--- config.mk ---
export PLATFORM = sky130hd
export DESIGN_NAME = motor_duty_ramp_profile
export DESIGN_NICKNAME = d
export VERILOG_FILES = /design/src/design/mdr_pkg.sv /design/src/design/mdr_front.sv /design/src/design/mdr_queue.sv /design/src/design/mdr_back.sv /design/src/design/motor_duty_ramp_profile.sv
export VERILOG_INCLUDE_DIRS = /design/src /design/src/design
export SDC_FILE = /design/constraint.sdc
export NUM_CORES = 1
export LEC_CHECK = 0
export BUFFER_PORTS_ARGS = -buffer_cell sky130_fd_sc_hd__buf_2
export CORE_MARGIN = 5
export CORE_UTILIZATION = 55
export DETAILED_ROUTE_END_ITERATION = 7
export PLACE_DENSITY = 0.72
export REMOVE_ABC_BUFFERS = 1
export SLEW_MARGIN = 20
export SYNTH_ARGS = -nofsm -noshare
export SYNTH_HDL_FRONTEND = slang
export SYNTH_SLANG_ARGS = --single-unit
--- constraint.sdc ---
create_clock -name clk -period 7.3 [get_ports clk]
set_input_delay 1.095 -clock clk [delete_from_list [all_inputs] [get_ports clk]]
set_output_delay 1.095 -clock clk [all_outputs]
set_load 0.02 [all_outputs]
--- src/design/motor_duty_ramp_profile_defines.svh ---
// Assertion macros for the motor duty ramp profile block.
// Uses the clk and arst_n names of the module that includes it.
// Include guard keeps repeated includes harmless.
`ifndef MOTOR_DUTY_RAMP_PROFILE_DEFINES_SVH
`define MOTOR_DUTY_RAMP_PROFILE_DEFINES_SVH
`ifndef SYNTHESIS
// Same-cycle implication, checked out of reset
`define MDR_ASSERT_IMP(label, ante, cons) \
	label: assert property (@(posedge clk) disable iff (!arst_n) (ante) |-> (cons)) \
		else $error("assertion failed");
// Next-cycle implication, checked out of reset
`define MDR_ASSERT_NXT(label, ante, cons) \
	label: assert property (@(posedge clk) disable iff (!arst_n) (ante) |=> (cons)) \
		else $error("assertion failed");
`else
`define MDR_ASSERT_IMP(label, ante, cons)
`define MDR_ASSERT_NXT(label, ante, cons)
`endif
`endif

--- src/design/mdr_pkg.sv ---
// Shared types and constants of the motor duty ramp profile block.
// No dependencies; imported by every module of the block.
package mdr_pkg;

	localparam int DUTY_W      = 16;
	localparam int MODE_W      = 8;
	localparam int CFG_IDX_W   = 3;
	localparam int OP_W        = 3;
	localparam int QUEUE_DEPTH = 2;

	// Configuration register indexes
	localparam logic [CFG_IDX_W-1:0] REG_START_DUTY   = 3'd0;
	localparam logic [CFG_IDX_W-1:0] REG_GAIN_STEP    = 3'd1;
	localparam logic [CFG_IDX_W-1:0] REG_HIGH_DUTY    = 3'd2;
	localparam logic [CFG_IDX_W-1:0] REG_OVERRUN_TIME = 3'd3;
	localparam logic [CFG_IDX_W-1:0] REG_REDUCE_STEP  = 3'd4;
	localparam logic [CFG_IDX_W-1:0] REG_REDUCE_FLOOR = 3'd5;
	localparam logic [CFG_IDX_W-1:0] REG_BREAK_TIME   = 3'd6;
	localparam logic [CFG_IDX_W-1:0] REG_MODE_BITS    = 3'd7;

	// Mode bit positions
	localparam int MB_DIR      = 0;
	localparam int MB_KEEP     = 1;
	localparam int MB_CHKSTOP  = 2;
	localparam int MB_CHKSTART = 3;
	localparam int MB_BRAKE    = 4;
	localparam int MB_S_START  = 5;
	localparam int MB_S_REDUCE = 6;
	localparam int MB_S_STOP   = 7;

	// Input op codes
	localparam logic [OP_W-1:0] OP_CTRL_TICK  = 3'd0;
	localparam logic [OP_W-1:0] OP_DELAY_TICK = 3'd1;
	localparam logic [OP_W-1:0] OP_START      = 3'd2;
	localparam logic [OP_W-1:0] OP_STOP       = 3'd3;
	localparam logic [OP_W-1:0] OP_EMERGENCY  = 3'd4;
	localparam logic [OP_W-1:0] OP_REDUCE_EDG = 3'd5;
	localparam logic [OP_W-1:0] OP_STOP_EDG   = 3'd6;

	typedef enum logic [3:0] {
		PH_IDLE     = 4'd0,
		PH_GAINED   = 4'd1,
		PH_CONST    = 4'd2,
		PH_OVERRUN  = 4'd3,
		PH_REDUCE   = 4'd4,
		PH_BREAK    = 4'd5,
		PH_BREAKING = 4'd6,
		PH_STOPPING = 4'd7,
		PH_STOP     = 4'd8
	} phase_t;

	// Classified command handed from front to back
	typedef enum logic [2:0] {
		CMD_NOP,
		CMD_CTRL_TICK,
		CMD_DELAY_TICK,
		CMD_START,
		CMD_STOP,
		CMD_EMERGENCY,
		CMD_REDUCE_EDGE,
		CMD_STOP_EDGE
	} cmd_t;

	typedef struct packed {
		cmd_t cmd;
		logic refused;
		logic stop_lv;
	} item_t;

	typedef struct packed {
		logic [DUTY_W-1:0] start_duty;
		logic [DUTY_W-1:0] gain_step;
		logic [DUTY_W-1:0] high_duty;
		logic [DUTY_W-1:0] overrun_time;
		logic [DUTY_W-1:0] reduce_step;
		logic [DUTY_W-1:0] reduce_floor;
		logic [DUTY_W-1:0] break_time;
		logic [MODE_W-1:0] mode_bits;
	} cfg_t;

endpackage

--- src/design/mdr_front.sv ---
// Front end: accepts input beats and classifies them into queue commands.
// Depends on mdr_pkg; feeds mdr_queue.
module mdr_front import mdr_pkg::*; (
	input  cfg_t             cfg,
	input  logic             in_valid,
	output logic             in_ready,
	input  logic [OP_W-1:0]  op,
	input  logic             event_level,
	input  logic             start_level,
	input  logic             reduce_level,
	input  logic             stop_level,
	input  logic             q_full,
	output logic             q_push,
	output item_t            q_item
);

	logic start_bad;

	// Take a beat whenever the queue has room
	assign in_ready = !q_full;
	assign q_push   = in_valid && !q_full;

	// Check sensor positions for a start
	always_comb begin
		start_bad = 1'b0;
		if (cfg.mode_bits[MB_CHKSTART]) begin
			if (cfg.mode_bits[MB_S_START] && !start_level) start_bad = 1'b1;
			if (cfg.mode_bits[MB_S_REDUCE] && reduce_level) start_bad = 1'b1;
			if (cfg.mode_bits[MB_S_STOP] && stop_level) start_bad = 1'b1;
		end
	end

	// Classify op; drop sensor edges of absent sensors or falling levels
	always_comb begin
		q_item.refused = 1'b0;
		q_item.stop_lv = stop_level;
		case (op)
			OP_CTRL_TICK:  q_item.cmd = CMD_CTRL_TICK;
			OP_DELAY_TICK: q_item.cmd = CMD_DELAY_TICK;
			OP_START: begin
				q_item.cmd     = CMD_START;
				q_item.refused = start_bad;
			end
			OP_STOP:       q_item.cmd = CMD_STOP;
			OP_EMERGENCY:  q_item.cmd = CMD_EMERGENCY;
			OP_REDUCE_EDG: q_item.cmd = (cfg.mode_bits[MB_S_REDUCE] && event_level) ?
				CMD_REDUCE_EDGE : CMD_NOP;
			OP_STOP_EDG:   q_item.cmd = (cfg.mode_bits[MB_S_STOP] && event_level) ?
				CMD_STOP_EDGE : CMD_NOP;
			default:       q_item.cmd = CMD_NOP;
		endcase
	end

endmodule

--- src/design/mdr_queue.sv ---
// Short command queue between front and back ends.
// Depends on mdr_pkg for the item type.
module mdr_queue import mdr_pkg::*; #(
	parameter int DEPTH = QUEUE_DEPTH
) (
	input  logic  clk,
	input  logic  arst_n,
	input  logic  push,
	input  item_t push_item,
	output logic  full,
	input  logic  pop,
	output logic  not_empty,
	output item_t pop_item
);

	localparam int AW = (DEPTH > 1) ? $clog2(DEPTH) : 1;
	localparam int CW = $clog2(DEPTH + 1);

	item_t         mem_q [DEPTH];
	logic [AW-1:0] wr_ptr_q, rd_ptr_q;
	logic [CW-1:0] count_q;

	assign full      = (count_q == CW'(DEPTH));
	assign not_empty = (count_q != '0);
	assign pop_item  = mem_q[rd_ptr_q];

	// Store pushed items
	always_ff @(posedge clk) begin
		if (push) mem_q[wr_ptr_q] <= push_item;
	end

	// Advance pointers and occupancy
	always_ff @(posedge clk or negedge arst_n) begin
		if (!arst_n) begin
			wr_ptr_q <= '0;
			rd_ptr_q <= '0;
			count_q  <= '0;
		end else begin
			if (push) wr_ptr_q <= (wr_ptr_q == AW'(DEPTH - 1)) ? '0 : wr_ptr_q + 1'b1;
			if (pop)  rd_ptr_q <= (rd_ptr_q == AW'(DEPTH - 1)) ? '0 : rd_ptr_q + 1'b1;
			if (push && !pop)      count_q <= count_q + 1'b1;
			else if (pop && !push) count_q <= count_q - 1'b1;
		end
	end

endmodule

--- src/design/mdr_back.sv ---
// Back end: carries out queued commands on the profile state and holds the result.
// Depends on mdr_pkg; the state registers double as the result register.
module mdr_back import mdr_pkg::*; (
	input  logic              clk,
	input  logic              arst_n,
	input  cfg_t              cfg,
	input  logic              q_not_empty,
	input  item_t             q_item,
	output logic              q_pop,
	output logic              out_valid,
	input  logic              out_ready,
	output logic [DUTY_W-1:0] duty,
	output logic              direction,
	output logic              brake_on,
	output phase_t            motor_state,
	output logic              stable_event,
	output logic              fault,
	output logic              start_refused
);

	phase_t            phase_q, ph;
	logic [DUTY_W-1:0] duty_q, du;
	logic [DUTY_W-1:0] delay_q, dl;
	logic              brake_q, br;
	logic              dir_q, dr;
	logic              fault_q, ft;
	logic              stable_q, st;
	logic              refused_q;
	logic              valid_q;
	logic [DUTY_W:0]   sum;
	logic              active;

	// Pop when the result slot is free or drains this cycle
	assign q_pop = q_not_empty && (!valid_q || out_ready);

	assign sum    = {1'b0, duty_q} + {1'b0, cfg.gain_step};
	assign active = (phase_q != PH_IDLE) && (phase_q != PH_STOP);

	// Next profile state for the command at the queue head
	always_comb begin
		ph = phase_q;
		du = duty_q;
		dl = delay_q;
		br = brake_q;
		dr = dir_q;
		ft = fault_q;
		st = 1'b0;
		case (q_item.cmd)
			CMD_CTRL_TICK: begin
				if (phase_q == PH_GAINED) begin
					if (duty_q >= cfg.high_duty) begin
						du = cfg.high_duty;
						ph = PH_CONST;
						st = 1'b1;
					end else begin
						du = sum[DUTY_W] ? '1 : sum[DUTY_W-1:0];
					end
				end else if (phase_q == PH_REDUCE) begin
					if (cfg.reduce_step != '0 && duty_q > cfg.reduce_step &&
					    duty_q > cfg.reduce_floor) begin
						du = duty_q - cfg.reduce_step;
					end else begin
						du = '0;
						ph = PH_BREAK;
					end
				end
				if (ph == PH_BREAK) begin
					if (cfg.mode_bits[MB_BRAKE]) br = 1'b1;
					if (cfg.mode_bits[MB_BRAKE] && cfg.break_time != '0) begin
						dl = cfg.break_time;
						ph = PH_BREAKING;
					end else begin
						ph = PH_STOPPING;
					end
				end
				if (ph == PH_STOPPING) begin
					if (!cfg.mode_bits[MB_KEEP]) br = 1'b0;
					ph = PH_STOP;
				end
				// Final stop sensor check on arrival at stop
				if (phase_q != PH_STOP && ph == PH_STOP && cfg.mode_bits[MB_CHKSTOP] &&
				    cfg.mode_bits[MB_S_STOP] && !q_item.stop_lv)
					ft = 1'b1;
			end
			CMD_DELAY_TICK: begin
				if (delay_q != '0) begin
					dl = delay_q - 1'b1;
					if (delay_q == DUTY_W'(1)) begin
						if (phase_q == PH_OVERRUN) ph = PH_REDUCE;
						else if (phase_q == PH_BREAKING) ph = PH_STOPPING;
					end
				end
			end
			CMD_START: begin
				if (!q_item.refused) begin
					dr = cfg.mode_bits[MB_DIR];
					if (cfg.gain_step != '0) begin
						du = cfg.start_duty;
						ph = PH_GAINED;
					end else begin
						du = cfg.high_duty;
						ph = PH_CONST;
					end
					ft = 1'b0;
				end
			end
			CMD_STOP, CMD_REDUCE_EDGE: begin
				if ((q_item.cmd == CMD_STOP && phase_q != PH_IDLE) ||
				    (q_item.cmd == CMD_REDUCE_EDGE && active && phase_q < PH_REDUCE)) begin
					if (cfg.overrun_time != '0) begin
						dl = cfg.overrun_time;
						ph = PH_OVERRUN;
					end else begin
						ph = PH_REDUCE;
					end
				end
			end
			CMD_EMERGENCY: begin
				du = '0;
				ph = PH_BREAK;
			end
			CMD_STOP_EDGE: begin
				if (active && phase_q < PH_BREAK) begin
					du = '0;
					ph = PH_BREAK;
				end
			end
			default: ;
		endcase
	end

	// Control state and result handshake
	always_ff @(posedge clk or negedge arst_n) begin
		if (!arst_n) begin
			phase_q   <= PH_IDLE;
			duty_q    <= '0;
			delay_q   <= '0;
			brake_q   <= 1'b0;
			dir_q     <= 1'b0;
			fault_q   <= 1'b0;
			stable_q  <= 1'b0;
			refused_q <= 1'b0;
			valid_q   <= 1'b0;
		end else begin
			if (q_pop) begin
				phase_q   <= ph;
				duty_q    <= du;
				delay_q   <= dl;
				brake_q   <= br;
				dir_q     <= dr;
				fault_q   <= ft;
				stable_q  <= st;
				refused_q <= (q_item.cmd == CMD_START) && q_item.refused;
				valid_q   <= 1'b1;
			end else if (out_ready) begin
				valid_q <= 1'b0;
			end
		end
	end

	assign out_valid     = valid_q;
	assign duty          = duty_q;
	assign direction     = dir_q;
	assign brake_on      = brake_q;
	assign motor_state   = phase_q;
	assign stable_event  = stable_q;
	assign fault         = fault_q;
	assign start_refused = refused_q;

endmodule

--- src/design/motor_duty_ramp_profile.sv ---
// Motor duty ramp profile controller, top level.
// Depends on mdr_pkg, mdr_front, mdr_queue, mdr_back and the defines header.
//
// Usage:
//   Configuration: write cfg_data to register cfg_index while cfg_we is high;
//   registers in order start_duty, gain_step, high_duty, overrun_time,
//   reduce_step, reduce_floor, break_time, mode_bits. Write only while idle.
//   Input channel (in_valid/in_ready): one beat per command op with the
//   event level and current sensor levels.
//   Output channel (out_valid/out_ready): one result beat per input beat,
//   in order: duty, direction, brake_on, motor_state, stable_event, fault,
//   start_refused.
// Timing:
//   One beat per cycle sustained while results are taken. A beat accepted
//   passes the queue write, then the back end state update that also forms
//   the result register, before its result shows.
//   Throughput is set by the single state update in the back end.
// Reset: arst_n clears configuration, profile state (idle, duty 0, brake off)
//   and the queue; no result is pending.
// Stall: a held result stalls the back end; the front keeps taking beats
//   until the QUEUE_DEPTH_P-entry queue fills, then drops in_ready.
`include "motor_duty_ramp_profile_defines.svh"
module motor_duty_ramp_profile import mdr_pkg::*; #(
	parameter int QUEUE_DEPTH_P = QUEUE_DEPTH
) (
	input  logic                 clk,
	input  logic                 arst_n,
	input  logic                 cfg_we,
	input  logic [CFG_IDX_W-1:0] cfg_index,
	input  logic [DUTY_W-1:0]    cfg_data,
	input  logic                 in_valid,
	output logic                 in_ready,
	input  logic [OP_W-1:0]      op,
	input  logic                 event_level,
	input  logic                 start_level,
	input  logic                 reduce_level,
	input  logic                 stop_level,
	output logic                 out_valid,
	input  logic                 out_ready,
	output logic [DUTY_W-1:0]    duty,
	output logic                 direction,
	output logic                 brake_on,
	output logic [3:0]           motor_state,
	output logic                 stable_event,
	output logic                 fault,
	output logic                 start_refused
);

	cfg_t   cfg_q;
	logic   q_full, q_push, q_pop, q_not_empty;
	item_t  q_in, q_out;
	phase_t phase;

	// Hold configuration registers
	always_ff @(posedge clk or negedge arst_n) begin
		if (!arst_n) begin
			cfg_q <= '0;
		end else if (cfg_we) begin
			case (cfg_index)
				REG_START_DUTY:   cfg_q.start_duty   <= cfg_data;
				REG_GAIN_STEP:    cfg_q.gain_step    <= cfg_data;
				REG_HIGH_DUTY:    cfg_q.high_duty    <= cfg_data;
				REG_OVERRUN_TIME: cfg_q.overrun_time <= cfg_data;
				REG_REDUCE_STEP:  cfg_q.reduce_step  <= cfg_data;
				REG_REDUCE_FLOOR: cfg_q.reduce_floor <= cfg_data;
				REG_BREAK_TIME:   cfg_q.break_time   <= cfg_data;
				REG_MODE_BITS:    cfg_q.mode_bits    <= cfg_data[MODE_W-1:0];
				default: ;
			endcase
		end
	end

	mdr_front u_front (
		.cfg          (cfg_q),
		.in_valid     (in_valid),
		.in_ready     (in_ready),
		.op           (op),
		.event_level  (event_level),
		.start_level  (start_level),
		.reduce_level (reduce_level),
		.stop_level   (stop_level),
		.q_full       (q_full),
		.q_push       (q_push),
		.q_item       (q_in)
	);

	mdr_queue #(
		.DEPTH (QUEUE_DEPTH_P)
	) u_queue (
		.clk       (clk),
		.arst_n    (arst_n),
		.push      (q_push),
		.push_item (q_in),
		.full      (q_full),
		.pop       (q_pop),
		.not_empty (q_not_empty),
		.pop_item  (q_out)
	);

	mdr_back u_back (
		.clk           (clk),
		.arst_n        (arst_n),
		.cfg           (cfg_q),
		.q_not_empty   (q_not_empty),
		.q_item        (q_out),
		.q_pop         (q_pop),
		.out_valid     (out_valid),
		.out_ready     (out_ready),
		.duty          (duty),
		.direction     (direction),
		.brake_on      (brake_on),
		.motor_state   (phase),
		.stable_event  (stable_event),
		.fault         (fault),
		.start_refused (start_refused)
	);

	assign motor_state = phase;

	// An accepted beat sits in the queue or has produced a result
	`MDR_ASSERT_NXT(a_beat_kept, in_valid && in_ready, q_not_empty || out_valid)
	// Nothing drives the motor before the first start
	`MDR_ASSERT_IMP(a_idle_quiet, phase == PH_IDLE, duty == '0 && !brake_on)
	// While braking, stopping or stopped the duty is zero
	`MDR_ASSERT_IMP(a_brake_zero,
		phase == PH_BREAKING || phase == PH_STOPPING || phase == PH_STOP, duty == '0)
	// The stable mark only comes with the ramp landing on high duty
	`MDR_ASSERT_IMP(a_stable_const, out_valid && stable_event,
		phase == PH_CONST && duty == cfg_q.high_duty)

endmodule
# == Word-level counts from Yosys, hierarchy flattened ==
# Memories as Yosys holds them, arrays and structs flattened.
# Cells that the tools add are included.
# word_totals
regBits,166
ramBits,10
input_bits,31
out_inout_bits,27
elab_cells,196
memories,1
# memory_table
name,depth,word_bits,rd,rd_clocked_by_memory_dff,wr,line,rtl
u_queue.mem_q,2,5,1,0,1,mdr_queue.sv:19,item_t mem_q [DEPTH];
# classes
n_addsub,7
n_lt_le_gt_ge,5
n_eq_ne,41
n_mux,61
bitwise,1
reduce_logical,60
# ops
operator,count
2-to-1 mux 16 bit,13
nonzero test 16 bit,5
2-to-1 mux 4 bit,16
one-hot mux 16 bit (4 select lines),1
one-hot mux 16 bit (3 select lines),1
"== test 3 bit, second input constant",11
> comparator 16 bit,2
one-hot mux 4 bit (6 select lines),1
logical AND 1 bit,22
2-to-1 mux 1 bit,21
one-hot mux 3 bit (7 select lines),1
"== test 3 x 2 -> 1 bit, second input constant",6
AND reduction 2 bit,9
adder 16 x 16 -> 17 bit,1
"== test 16 x 1 -> 1 bit, second input constant",1
"== test 4 x 3 -> 1 bit, second input constant",4
greater-or-equal comparator 16 bit,1
"!= test 2 x 1 -> 1 bit, second input constant",8
"subtractor 16 x 1 -> 16 bit, second input constant",1
subtractor 16 bit,1
"== test 3 x 1 -> 1 bit, second input constant",3
2-to-1 mux 3 bit,3
"less-than comparator 4 x 3 -> 1 bit, second input constant",2
AND reduction 8 bit,1
25 further kinds,40

# == Depth between registers and ports, before layout ==
# logic_depth
depth_word,20
depth_mapped,14
mapped_depth_nobuf,12

# == By module ==
# Synthesis repeated with hierarchy kept, for this count alone.
# hier_totals
cells_unflattened,1038
hier_area_um2,10724.0
# modules_own_cells
module,instances,cells_per_inst,area_per_inst_um2,seq_area_each_um2
mdr_back,1,724,5437.7,1051.0
motor_duty_ramp_profile,1,262,4610.7,3002.9
mdr_queue,1,32,553.0,400.4
mdr_front,1,20,122.6,0.0

# == Worst setup path after synthesis ==
# No wires, ideal clock.
# synth_timing
kind,reg2reg
from,register u_back.duty_q[0] (netlist: u_back.duty[0])
to,register u_back.delay_q[13]
setup_ps,139
arrival_ps,2787
t_required_ps,7161
path_slack_ps,4374
path_stages_with_launch,15
n_path_buf,2
period_less_slack_ps,2926
cell_sequence,dfrtp_1 inv_1 ha_1 inv_1 fa_1 nand3_1 a21oi_1 or3_1 buf_2 a211o_1 nand4b_4 a21oi_4 buf_2 nor3_1 o22ai_2
# synth_between
elab_chain_cells,10
elab_cells_between_ends,13
cone_classes,order compare: 3; eq/ne: 2; mux: 5; reduce/logical: 3
# synth_rtl
item,line,rtl
"start, declared",mdr_back.sv:22,"logic [DUTY_W-1:0] duty_q, du;"
"start signal, assigned",mdr_back.sv:147,duty_q <= du;
> comparator 16 bit,mdr_back.sv:59,if (cfg.reduce_step != '0 && duty_q > cfg.reduce_step &&
logical AND 1 bit (2 in series),mdr_back.sv:59,
2-to-1 mux 4 bit,mdr_back.sv:59,
2-to-1 mux 4 bit,mdr_back.sv:58,end else if (phase_q == PH_REDUCE) begin
2-to-1 mux 4 bit *,mdr_back.sv:50,if (phase_q == PH_GAINED) begin
2-to-1 mux 4 bit *,mdr_back.sv:48,case (q_item.cmd)
== test 4 x 3 -> 1 bit *,mdr_back.sv:67,if (ph == PH_BREAK) begin
!= test 2 x 1 -> 1 bit (no line) *,--,
AND reduction 7 bit (no line) *,--,
"end signal, assigned",mdr_back.sv:148,delay_q <= dl;
"end, declared",mdr_back.sv:23,"logic [DUTY_W-1:0] delay_q, dl;"
# Mark *: on every way between the ends. The rest lies on a longest branch, timed or not. The select of a mux whose other input is x is not followed.
# A chain may end at the register's enable or synchronous reset.

# == Worst setup path in the final report ==
# layout_timing
from,register u_back.duty_q[15] (netlist: u_back.duty[15])
to,register u_back.duty_q[2] (netlist: u_back.duty[2])
# layout_between
elab_chain_cells,7
elab_cells_between_ends,12
cone_classes,add/sub: 1; order compare: 3; mux: 6; reduce/logical: 2
# layout_rtl
item,line
> comparator 16 bit,mdr_back.sv:59
logical AND 1 bit (2 in series),mdr_back.sv:59
2-to-1 mux 16 bit,mdr_back.sv:59
2-to-1 mux 16 bit,mdr_back.sv:58
2-to-1 mux 16 bit *,mdr_back.sv:50
one-hot mux 16 bit (4 select lines) *,mdr_back.sv:48
# Marks and branches as above.

==> impl_metrics.ini <==
[status]
status = complete, no violations

[clock_network]
cts_root_buf = clkbuf_16
cts_max_level = 4
cts_buffers = 17
cts_setup_buffers = 0
post_cts_resized = 0
clkTransAtPathRegs_ns = 0.07
clk_latency_ns = 0.44
cts_sinks = 176
clock_path_buffers = 2
cts_tree = done
cts_hold_buf = 0

[yosys]
yosysTopAreaCell = dfrtp_1
ys_types = 77
ys_ff_latch = 176
synth_most_common_cell = dfrtp_1
synth_edf_count = 10
synth_area_leaders = dfrtp_1 39%, mux2_2 9.7%, ha_1 7.9%, o21ai_0 4.1%, a21oi_1 3.1%
ys_seq_area_frac = 0.421
synth_top_area_frac = 0.392
ys_warn_count = 0
synth_common_cells = 166 x dfrtp_1, 91 x mux2_2, 86 x nand2_1, 86 x o21ai_0, 76 x nor2_1
syn_area_per_cell_sq_um = 9.78
async_flop_share = 0.943
synth_cells = 1082
synth_ff_type = dfrtp_1
synth_area_sq_um = 10600

[sta]
clock.fmax_mhz = 298
rsz0062_at_grt = no
fin_crit_ns = 3.36
post-route-period-util = 0.460
slew_violations = 0
finClkSkew_ns = 0.00890
tightestPinTransition_ns = 1.03
final_hold_viol_count = 0
setup_violations = 0
slew_headroom = 0.311
finalSetupTns_ns = 0

[detailed_routing]
wire_per_inst_um = 20.8
drcViolationCount = 0
detail-route-antenna-nets = 0
num_vias = 8795
viasPerCell = 6.29
drt_iter0_drc = 950
routed_wl_um = 29100
first_pass_iters = 5

[worst_setup_path]
worstSetupPathType = register to register
crit_path_end_kind = register
crit_path_top_delay_cell = nor2_1
cp.required_ns = 7.65
path_max_fanout = 15
cp_cell_sequence = ha_1, nand4_1, nor4_1, a21boi_0, nand4b_1, nand3_1, nor2_1, a221oi_1, a21oi_1
cpPeakStageDelay_ns = 0.78
start_kind = register
crit_arrival_ns = 3.71

[power]
clkPwrFrac = 0.193
p_comb_frac = 0.475
sw_frac_of_total = 0.449
pwr-share-seq = 0.332
internal-power_mw = 2.61
p_per_area_nw_per_um2 = 404
vdd_drop_max_mv = 0.215
leakage_nw = 5.12
p_sw_mw = 2.12

[grt]
antenna_found_initial = 0
grt_pass1_vias = 8773
grt_max_degree = 87
grt-ovfl-total = 0
grt_pass1_wl_um = 46700
track_usage = 0.267

[die]
io_pins = 58
dieHeight_um = 149
start_util = 0.562
core_sq_um = 18800
die-area_sq_um = 22100
die_x_um = 149
rows = 50

[layout]
nets = 1225
final_core_util = 0.621
syn_to_final_growth_pct = 10.5
fillCellCount = 1601
diodes = 0
drive_gt1_frac = 0.183

[place]
numPortBuffers = 57
place_congestion = 0.910
dp.final_hpwl_um = 20900

[min_path]
min_path_type = register to register

[run]
max-cap-violations = 0
## layout by cell type (no fill, tap or decap), types with 20 or more instances in the layout
cell type,instances
nand2_1,86
buf_2,56
ha_1,67
a21oi_1,64
o21ai_0,86
nor2_1,76
inv_1,67
nor4_1,20
mux2_2,91
dfrtp_1,166
## logic make-up (layout without fill, tap and decap cells)
kind of cell | Yosys count | after routing | share of synthesized area
AND/OR/NAND/NOR | 286 | 286 | 0.132
AO/OA/AOI/OAI | 315 | 315 | 0.194
buffers and inverters | 109 | 165 | 0.0422
XOR/XNOR | 27 | 27 | 0.0223
multiplexers | 100 | 100 | 0.106
adder cells (fa/ha/maj) | 69 | 69 | 0.0830
flip-flops | 176 | 176 | 0.421
## metrics by stage
stage	setup WS [ns]	hold WS, ns	total power, mW	cells	cell area (sq um)
after detailed placement	4.04	0.475	3.77	1366	11100
after floorplan	3.96	0.461	3.10	1040	10400
final	3.94	0.503	4.73	1398	11700
after global placement	4.20	0.478	3.73	1366	11100
after CTS	3.96	0.509	4.70	1398	11700
after global routing	3.62	0.528	5.04	1398	11700
## area by class of cell
type / instances / area, sq um / area share
Sequential cell: 176 / 4450 / 0.381
Inverter: 67 / 251 / 0.0215
Multi-Input combinational cell: 797 / 5720 / 0.489
Tap cell: 260 / 325 / 0.0278
Clock buffer: 17 / 425 / 0.0364
Timing Repair Buffer: 66 / 363 / 0.0310
Clock inverter: 15 / 159 / 0.0136
## power groups by stage
stage,registers (mW),clock network (mW),logic [mW]
after detailed placement,1.58,0,2.20
final,1.57,0.912,2.25
after floorplan,1.53,0,1.57
after global placement,1.57,0,2.16
after CTS,1.56,0.921,2.22
after global routing,1.60,0.967,2.48
## registers in the layout, indices dropped and copies added, names as in the netlist, 2 cells and up
name                count
cfg_q                 120
u_back.duty            16
u_queue.count_q         2
u_queue.mem_q          10
u_back.delay_q         16
u_back.motor_state      4
## routing by layer
layer | wire, um | up-vias | global-route usage
met5 | 0 | - | 0
met2 | 13300 | 367 | 0.418
met3 | 1820 | 62 | 0.0413
met1 | 12900 | 4268 | 0.376
met4 | 968 | 0 | 0.108
li1 | - | 4098 | -
## critical path: cells and delay by family, from the launching register on
kind | cells | cell delay (ns)
compound gates | 3 | 0.68
fa+ha+maj | 1 | 0.35
flops | 1 | 0.50
simple gates | 5 | 1.74
## worst paths after layout
| check | slack, ns | depth (start not counted) | start | endpoint |
|---|---|---|---|---|
| max reg2reg | 3.94 | 9 | u_back.duty[15]$_DFFE_PN0P_ | u_back.duty[2]$_DFFE_PN0P_ |
| min reg2reg | 0.50 | 2 | u_back.start_refused$_DFFE_PN0P_ | u_back.start_refused$_DFFE_PN0P_ |
| max in group asynchronous | 5.33 | 2 | arst_n | cfg_q[111]$_DFFE_PN0P_ |
| min | 0.50 | 2 | u_back.start_refused$_DFFE_PN0P_ | u_back.start_refused$_DFFE_PN0P_ |
| max | 3.94 | 9 | u_back.duty[15]$_DFFE_PN0P_ | u_back.duty[2]$_DFFE_PN0P_ |
| min in group asynchronous | 0.72 | 1 | arst_n | u_back.out_valid$_DFFE_PN0P_ |
(Power assumes the default switching activity.)
